## src/rtl/wssh_pkg.sv

```systemverilog
`default_nettype none

package wssh_pkg;

  localparam int unsigned WORD_W = 32;

  localparam logic [WORD_W-1:0] CRC32C_POLY = 32'h82F6_3B78;
  localparam logic [WORD_W-1:0] FNV_PRIME   = 32'd16777619;
  localparam logic [WORD_W-1:0] SEED_RESET  = 32'd2166136261;

  localparam logic USE_CRC_RESET = 1'b1;

  // Configuration register indexes.
  localparam int unsigned CFG_IDX_W = 1;
  localparam logic [CFG_IDX_W-1:0] REG_USE_CRC_MODE = 1'b0;
  localparam logic [CFG_IDX_W-1:0] REG_SEED_VALUE   = 1'b1;

  typedef struct packed {
    logic              use_crc_mode;
    logic [WORD_W-1:0] seed_value;
  } cfg_t;

  typedef struct packed {
    logic              valid;
    logic              last;
    logic [WORD_W-1:0] word;
  } item_t;

  // Column of the 32-step reflected CRC-32C update matrix for one input bit.
  // Only ever called with constant arguments, so it folds away at elaboration.
  function automatic logic [WORD_W-1:0] crc_col(input int unsigned idx);
    logic [WORD_W-1:0] v;
    v = '0;
    v[idx] = 1'b1;
    for (int unsigned k = 0; k < WORD_W; k++) begin
      if (v[0]) begin
        v = (v >> 1) ^ CRC32C_POLY;
      end else begin
        v = v >> 1;
      end
    end
    return v;
  endfunction

endpackage

`default_nettype wire

```

## src/rtl/word_stream_state_hash_unit.sv

```systemverilog
// A record's last word passes the input register, then its hash is registered onto out_tdata.
// Throughput: one word per cycle but for the stall below; the running-hash loop is one register.
// A full result register stalls only the last word of the next record, not the words before it.
// Reset (rst_n low at a clock edge) empties both stages, selects CRC mode and loads the
// default seed into both the seed register and the running hash.
`default_nettype none

module word_stream_state_hash_unit (
  input  wire logic                            clk,
  input  wire logic                            rst_n,
  // Input stream.
  input  wire logic                            in_tvalid,
  output logic                                 in_tready,
  input  wire logic [31:0]                     in_tdata,   // [31:0] data_word
  input  wire logic                            in_tlast,   // end_of_record
  // Result stream.
  output logic                                 out_tvalid,
  input  wire logic                            out_tready,
  output logic [31:0]                          out_tdata,  // [31:0] hash_value
  // Configuration writes.
  input  wire logic                            cfg_wr_en,
  input  wire logic [wssh_pkg::CFG_IDX_W-1:0]  cfg_index,
  input  wire logic [31:0]                     cfg_wdata
);

  wssh_pkg::cfg_t  cfg;
  wssh_pkg::item_t item;
  logic            advance;

  // Mode and seed registers. The user writes them only while no word is in flight; the block
  // does not enforce it. A record may be open; the new seed applies from the next record on.
  wssh_cfg u_cfg (
    .clk       (clk),
    .rst_n     (rst_n),
    .cfg_wr_en (cfg_wr_en),
    .cfg_index (cfg_index),
    .cfg_wdata (cfg_wdata),
    .cfg       (cfg)
  );

  // Input register: takes a new transfer when empty or when its word moves on in the same cycle.
  wssh_in_stage u_in (
    .clk      (clk),
    .rst_n    (rst_n),
    .in_valid (in_tvalid),
    .in_ready (in_tready),
    .in_word  (in_tdata),
    .in_last  (in_tlast),
    .advance  (advance),
    .item     (item)
  );

  // Fold stage: parallel CRC-32C or multiply-xor into the running hash, then the
  // result register that holds a finished hash until the sink takes it.
  wssh_fold u_fold (
    .clk       (clk),
    .rst_n     (rst_n),
    .cfg       (cfg),
    .item      (item),
    .advance   (advance),
    .out_valid (out_tvalid),
    .out_ready (out_tready),
    .out_hash  (out_tdata)
  );

endmodule

`default_nettype wire

```

## src/rtl/wssh_cfg.sv

```systemverilog
`default_nettype none

module wssh_cfg (
  input  wire logic                            clk,
  input  wire logic                            rst_n,
  input  wire logic                            cfg_wr_en,
  input  wire logic [wssh_pkg::CFG_IDX_W-1:0]  cfg_index,
  input  wire logic [wssh_pkg::WORD_W-1:0]     cfg_wdata,
  output wssh_pkg::cfg_t                       cfg
);

  logic                        use_crc_r, use_crc_nxt;
  logic [wssh_pkg::WORD_W-1:0] seed_r, seed_nxt;

  always_comb begin
    use_crc_nxt = use_crc_r;
    seed_nxt    = seed_r;
    if (cfg_wr_en) begin
      case (cfg_index)
        wssh_pkg::REG_USE_CRC_MODE: use_crc_nxt = cfg_wdata[0];
        wssh_pkg::REG_SEED_VALUE:   seed_nxt    = cfg_wdata;
        default: ;
      endcase
    end
  end

  always_ff @(posedge clk) begin
    if (!rst_n) begin
      use_crc_r <= wssh_pkg::USE_CRC_RESET;
      seed_r    <= wssh_pkg::SEED_RESET;
    end else begin
      use_crc_r <= use_crc_nxt;
      seed_r    <= seed_nxt;
    end
  end

  assign cfg.use_crc_mode = use_crc_r;
  assign cfg.seed_value   = seed_r;

endmodule

`default_nettype wire

```

## src/rtl/wssh_in_stage.sv

```systemverilog
`default_nettype none

module wssh_in_stage (
  input  wire logic                        clk,
  input  wire logic                        rst_n,
  input  wire logic                        in_valid,
  output logic                             in_ready,
  input  wire logic [wssh_pkg::WORD_W-1:0] in_word,
  input  wire logic                        in_last,
  input  wire logic                        advance,
  output wssh_pkg::item_t                  item
);

  logic                        valid_r, valid_nxt;
  logic                        last_r;
  logic [wssh_pkg::WORD_W-1:0] word_r;

  // The register frees up in the same cycle that its word moves on.
  assign in_ready  = !valid_r || advance;
  assign valid_nxt = (in_valid && in_ready) || (valid_r && !advance);

  always_ff @(posedge clk) begin
    if (!rst_n) begin
      valid_r <= 1'b0;
    end else begin
      valid_r <= valid_nxt;
    end
  end

  always_ff @(posedge clk) begin
    if (in_valid && in_ready) begin
      word_r <= in_word;
      last_r <= in_last;
    end
  end

  assign item.valid = valid_r;
  assign item.last  = last_r;
  assign item.word  = word_r;

endmodule

`default_nettype wire

```

## src/rtl/wssh_fold.sv

```systemverilog
`default_nettype none

module wssh_fold (
  input  wire logic                        clk,
  input  wire logic                        rst_n,
  input  wssh_pkg::cfg_t                   cfg,
  input  wssh_pkg::item_t                  item,
  output logic                             advance,
  output logic                             out_valid,
  input  wire logic                        out_ready,
  output logic [wssh_pkg::WORD_W-1:0]      out_hash
);

  localparam int unsigned W = wssh_pkg::WORD_W;

  logic         mid_r, mid_nxt;
  logic [W-1:0] run_r, run_nxt;
  logic         oval_r, oval_nxt;
  logic [W-1:0] ohash_r;

  logic         out_free;
  logic [W-1:0] base;
  logic [W-1:0] crc_in;
  logic [W-1:0] crc_terms [W];
  logic [W-1:0] crc_out;
  logic [W-1:0] mul_out;
  logic [W-1:0] fold;

  assign out_free = !oval_r || out_ready;
  // A word that ends no record never needs the result register.
  assign advance  = item.valid && (!item.last || out_free);

  assign base   = mid_r ? run_r : cfg.seed_value;
  assign crc_in = base ^ item.word;

  // The 32 shift steps of the CRC collapse into one XOR matrix.
  for (genvar gi = 0; gi < W; gi++) begin : g_crc
    localparam logic [W-1:0] COL = wssh_pkg::crc_col(gi);
    assign crc_terms[gi] = crc_in[gi] ? COL : '0;
  end

  always_comb begin
    crc_out = '0;
    for (int i = 0; i < W; i++) begin
      crc_out = crc_out ^ crc_terms[i];
    end
  end

  assign mul_out = (base * wssh_pkg::FNV_PRIME) ^ item.word;
  assign fold    = cfg.use_crc_mode ? crc_out : mul_out;

  always_comb begin
    mid_nxt  = mid_r;
    run_nxt  = run_r;
    oval_nxt = oval_r && !out_ready;
    if (advance) begin
      if (item.last) begin
        mid_nxt  = 1'b0;
        run_nxt  = cfg.seed_value;
        oval_nxt = 1'b1;
      end else begin
        mid_nxt  = 1'b1;
        run_nxt  = fold;
      end
    end
  end

  always_ff @(posedge clk) begin
    if (!rst_n) begin
      mid_r  <= 1'b0;
      run_r  <= wssh_pkg::SEED_RESET;
      oval_r <= 1'b0;
    end else begin
      mid_r  <= mid_nxt;
      run_r  <= run_nxt;
      oval_r <= oval_nxt;
    end
  end

  always_ff @(posedge clk) begin
    if (advance && item.last) begin
      ohash_r <= fold;
    end
  end

  assign out_valid = oval_r;
  assign out_hash  = ohash_r;

endmodule

`default_nettype wire
```

## config.mk

```make
export PLATFORM = sky130hd
export DESIGN_NAME = word_stream_state_hash_unit
export DESIGN_NICKNAME = d
export VERILOG_FILES = /design/src/rtl/wssh_pkg.sv /design/src/rtl/word_stream_state_hash_unit.sv /design/src/rtl/wssh_cfg.sv /design/src/rtl/wssh_in_stage.sv /design/src/rtl/wssh_fold.sv
export SDC_FILE = /design/constraint.sdc
export NUM_CORES = 1
export LEC_CHECK = 0
export BUFFER_PORTS_ARGS = -buffer_cell sky130_fd_sc_hd__buf_4
export CELL_PAD_IN_SITES_DETAIL_PLACEMENT = 1
export CELL_PAD_IN_SITES_GLOBAL_PLACEMENT = 2
export CORE_ASPECT_RATIO = 1.2
export CORE_MARGIN = 4
export CORE_UTILIZATION = 45
export DETAILED_ROUTE_END_ITERATION = 8
export PLACE_DENSITY_LB_ADDON = 0.1
export RECOVER_POWER = 100
export SYNTH_ARGS = -nofsm -noshare
export SYNTH_HDL_FRONTEND = slang
export SYNTH_SLANG_ARGS = --single-unit
```

## constraint.sdc

```tcl
create_clock -name clk -period 13.84 [get_ports clk]
set_input_delay 2.768 -clock clk [delete_from_list [all_inputs] [get_ports clk]]
set_output_delay 2.768 -clock clk [all_outputs]
set_load 0.01 [all_outputs]
```

==> results of run 1 <==
==> area by class of cell <==
class / count / area, sq um
Sequential cell: 133 / 3310
Clock buffer: 17 / 425
Timing Repair Buffer: 114 / 706
Multi-Input combinational cell: 1041 / 10400
Fill cell: 3570 / 15900
Inverter: 182 / 683
Tap cell: 407 / 509
Clock inverter: 15 / 174
==> synthesized netlist by cell type, drive strengths merged, types with 32 or more instances <==
cell,count
nand2,115
a21oi,61
xnor2,228
xor2,71
inv,181
o21ai,32
fa,74
dfxtp,68
nor2,40
ha,186
edfxtp,65
==> through the flow <==
stage / hold WS [ns] / area [sq um] / util (%)
detailed placement: 0.461 / 15800 / 49.2
floorplan: 0.435 / 14600 / -
global placement: 0.451 / 15800 / 49.2
finish: 0.471 / 16200 / 50.4
global route: 0.489 / 16200 / 50.4
CTS: 0.474 / 16400 / 51.1
==> worst max-delay path: cells and delay by family (launching register included) <==
family,cells,cell delay (ns)
flip-flops,1,0.92
AO/OA/AOI/OAI,6,1.63
buffers and inverters,4,1.64
AND/OR/NAND/NOR,2,0.51
multiplexers,1,0.50
adder cells (fa/ha/maj),8,2.83
XOR/XNOR,1,0.20
==> layout by cell type, fill, tap and decap left out, types with 8 or more instances in the layout <==
cell         n
a21o_1      17
a21oi_1     61
a31oi_1     10
buf_4       40
clkbuf_1    40
clkbuf_16   17
clkbuf_4    34
dfxtp_1     67
edfxtp_1    65
fa_1        74
ha_1       186
inv_1      181
mux2_2      14
mux2i_1     16
nand2_1    115
nand3_1     30
nor2_1      40
nor3_1      10
o211ai_1     8
o21a_1      10
o21ai_0     31
xnor2_1    198
xnor2_2     19
xnor2_4     11
xnor3_1     28
xor2_1      50
xor2_2      15
==> flip-flops by register name (all words and copies together) (netlist names) <==
signal            count
u_cfg.seed_r         32
u_fold.out_hash      32
u_fold.run_r         32
u_in.word_r          32
u_cfg.use_crc_r       1
u_fold.mid_r          1
u_fold.out_valid      1
u_in.last_r           1
u_in.valid_r          1
==> routing by layer <==
layer	routed length (um)	track usage, %
met1	20400	34.4
met2	22600	46.1
met3	1900	3.68
met4	2050	11.0
met5	0	0
==> kinds of logic after synthesis <==
logic type,after synthesis
muxes,46
adders and majority gates,260
DFF,133
xor gates and xnor gates,329
and+or+nand+nor,227
buffers and inverters,220
AOI/OAI and AO/OA,179
==> path summary, 6_finish.rpt <==
check                                                endpoint  slack (ns)  cells after the start
worst max-delay path            u_fold.run_r[31]$_SDFFE_PN1P_        5.46                     22
worst min-delay path            u_cfg.seed_r[26]$_SDFFE_PN0P_        0.47                      2
worst max register to register  u_fold.run_r[31]$_SDFFE_PN1P_        5.46                     22
worst min register to register  u_cfg.seed_r[26]$_SDFFE_PN0P_        0.47                      2
==> metrics.txt, run 1 <==
Compound-Gate Fraction of Synth Area 7.98%; area grow syn2layout 10.8%; Clock Latency Late Sink around 0.45 ns; CTS Buffer Depth 2; CP Launch Point u_fold.mid_r$_SDFFE_PN0P_; Buffers on Ports 104; Fmax achieved 119 MHz; std cell rows just over 70; post-CTS sizing 0; residual DRC count 0; H-tree depth 4; clock-pin slew on the worst setup and hold paths 0.07 ns; Root Buffer clkbuf_16; adder-cell area share of the yosys netlist between 20% and 30%; Placeable Area 0.0322 sq mm; CP Cell Sequence clkbuf_1 > mux2i_2 > inv_1 > ha_1 > ha_1 > fa_1 > ha_1 > fa_1 > ha_1 > inv_1 > fa_1 > inv_1 > ha_1 > a21o_1 > or4_1 > o32ai_1 > a211oi_1 > o211ai_1 > o21ai_0 > xnor2_1 > nor2_1 > o311ai_0; synth warn 0; setup ws final 5.46 ns; top-area cell type share of the netlist area 15.9%; DR vias/cell 5.37; overall routed net length 46900 um; Initial Util 45.5%; asr flop ratio synth 0%; gpl congestion 0.957; crit path launch type flip-flop; NumNets Final 1820; proportion of synthesized area in mux cells 3.99%; gr usage total a little over a quarter; Worst Tran Pin Value 2.46 ns; Post-DRT Antenna Nets 0; Critical Path Slowest Stage Cell clkbuf_1; max-cap check violation count 5; Hold Path Origin u_cfg.seed_r[26]$_SDFFE_PN0P_; ANT cells 0; worst hold path class flip-flop to flip-flop; sequential-to-total area share from yosys stat a little under a quarter; Vias 10258; dpl ws 6.73 ns; critical path class flip-flop to flip-flop; top_reg_cell synth dfxtp_1; layout cell share with drive strength beyond 1 12.6%; Fin. Hold Viols 0; largest family of logic cells by synthesized area XOR/XNOR gates; die width 173 um; Post-Synth XOR/XNOR Area a little over a quarter; Max Clock Skew 0.0141 ns; initial antenna violation count 0; Final min period 8.38 ns; Ports 105; Synth Area per Inst 10.5 sq um; Final Cycle Share between 60 and 70%; cell taking the most area after synthesis ha_1; Yosys cell types 71; CP dominant cell by count ha_1; area of the die around 0.035 sq mm; post-route insts no fill 1909; run status complete, but fails checks; Req. time, crit path about 14 ns; Critical Path Sink Type flip-flop; DR WL/cell around 25 um; syn_nets around 1700; Iter 0 DRT Violations 512; CTS tree done; Setup TNS 0 ns; global-route wire length before repair 70400 um; Num CTS Buffers 17; pin count of the biggest net entering global routing 49; Crit path largest cell delay roughly 1.3 ns; WP data arrival roughly 8.7 ns; DP HPWL between 30000 and 40000 um; failing checks max-capacitance violations, max-slew violations; main area contributors after synthesis ha_1 16%, edfxtp_1 13%, xnor2_1 12%; vias in the first global route 10979; Post-synth EDFFs 65; unrepaired setup endpoints after global routing false; Slew Viols, Final 138; Max transition margin -64.0%; RR Startpoint u_fold.mid_r$_SDFFE_PN0P_; Simple-Gate Fraction of Synth Area 6.76%; Post-CTS Repair Setup Buffers 0; crit path max fanout 21; cell total after placement 1877; Congestion Overflow GR 0; die height just over 200 um; TritonRoute pass-1 iters 5; Post-Syn Instances 1394; Synth Register Bits 133; Sink Count about 130; final setup vio count 0; Syn Std Cell Area 0.0146 sq mm; Hold Buf Count CTS 0
Power of run 1 is not shown: default switching activity piles up to over one toggle a cycle in this logic, so the estimate is an artifact.
==> run 2: changes to the inputs <==
Settings changed: CORE_UTILIZATION 45 to 41.
Clock period 13.84 ns to 7.9 ns, I/O delays scaled along.
==> metrics.txt, run 2 (synthesized netlist as in run 1, its figures left out) <==
critical path class flip-flop to flip-flop; CTS tree done; Worst Tran Pin Value roughly 3.3 ns; layout cell share with drive strength beyond 1 12.7%; global-route wire length before repair roughly 73000 um; final setup vio count 0; die width 180 um; NumNets Final 1820; Post-CTS Repair Setup Buffers 0; Req. time, crit path ~8.2 ns; number of fill cells 3894; residual DRC count 0; Final min period slightly above 7 ns; Max transition margin -121%; most frequent cells in the layout 197 x xnor2_1, 186 x ha_1, 181 x inv_1; Vias 10263; Fmax achieved 139 MHz; Fin. Hold Viols 0; CTS Buffer Depth 2; Sink Count 133; Placeable Area 0.0351 sq mm; std cell rows 75; DR WL/cell 24.8 um; Clock Latency Late Sink approximately 0.46 ns; worst hold path class flip-flop to flip-flop; post-CTS sizing 0; max-cap check violation count 5; TritonRoute pass-1 iters 5; Iter 0 DRT Violations approximately 520; unrepaired setup endpoints after global routing false; gr usage total 25.4%; Final Cycle Share 91.1%; Num CTS Buffers 17; Hold Buf Count CTS 0; pin count of the biggest net entering global routing 49; gpl congestion ~0.9; initial antenna violation count 0; failing checks max-capacitance violations, max-slew violations; area of the die around 0.039 sq mm; clock-pin slew on the worst setup and hold paths 0.06 ns; Slew Viols, Final 178; crit path launch type flip-flop; DP HPWL 39600 um; DR vias/cell approximately 5.2; overall routed net length between 40000 and 50000 um; Ports 105; area grow syn2layout 11.5%; crit path max fanout 14; Root Buffer clkbuf_16; die height roughly 210 um; Setup TNS 0 ns; H-tree depth 4; Post-DRT Antenna Nets 0; Buffers on Ports between 100 and 150; Core Util, Final 46.5%; Critical Path Sink Type flip-flop; run status complete, but fails checks; Initial Util 41.7%; commonest non-fill, non-tap cell in the layout xnor2_1; vias in the first global route 11039; Congestion Overflow GR 0; Max Clock Skew about 0.014 ns; WP data arrival 7.52 ns
[run 2: final cells by class]
type | instances | area [sq um] | area share [%]
Tap cell | 462 | 578 | 3.54
Clock inverter | 14 | 188 | 1.15
Clock buffer | 18 | 429 | 2.63
Sequential cell | 133 | 3310 | 20.3
Inverter | 182 | 683 | 4.19
Antenna cell | 1 | 2.50 | 0.0153
Timing Repair Buffer | 114 | 709 | 4.35
Multi-Input combinational cell | 1041 | 10400 | 63.8
[run 2: stage by stage]
stage	area, sq um	setup WS [ns]	hold slack (ns)	std cells
finish	16300	0.705	0.486	1965
global route	16300	0.342	0.518	1964
CTS	16500	1.03	0.482	1964
detailed placement	15900	1.05	0.467	1932
global placement	15900	1.17	0.457	1932
floorplan	14600	2.07	0.435	1394
[run 2: worst paths after layout]
kind,startpoint,to,slack (ns),cells past startpoint
worst min-delay path,u_fold.run_r[13]$_SDFFE_PN0P_,u_fold.run_r[13]$_SDFFE_PN0P_,0.49,2
worst max register to register,u_fold.mid_r$_SDFFE_PN0P_,u_fold.run_r[21]$_SDFFE_PN0P_,0.70,21
worst max-delay path,u_fold.mid_r$_SDFFE_PN0P_,u_fold.run_r[21]$_SDFFE_PN0P_,0.70,21
worst min register to register,u_fold.run_r[13]$_SDFFE_PN0P_,u_fold.run_r[13]$_SDFFE_PN0P_,0.49,2
[run 2: worst max-delay path, cell delays in order (launching register included)]
cell and delay, ns:
dfxtp_1 0.91, buf_4 0.44, mux2i_2 0.39, inv_1 0.23, ha_1 0.33, ha_1 0.31
fa_1 0.45, ha_1 0.22, fa_1 0.45, ha_1 0.29, inv_1 0.05, fa_1 0.47
inv_1 0.04, ha_1 0.24, or4_1 0.54, o32ai_1 0.49, a21oi_1 0.14, a21o_1 0.26
xnor2_1 0.30, mux2i_1 0.16, mux2i_1 0.22, a21oi_1 0.11
[run 2: metal layers]
layer / routed length (um) / up-vias / GRT usage, %
met5: 0 / - / 0
met4: 2200 / 0 / 11.9
met3: 1620 / 72 / 2.60
met2: 23900 / 230 / 42.9
met1: 21000 / 5144 / 32.8
li1: - / 4817 / -
Power of run 2 is left out for the same reason.
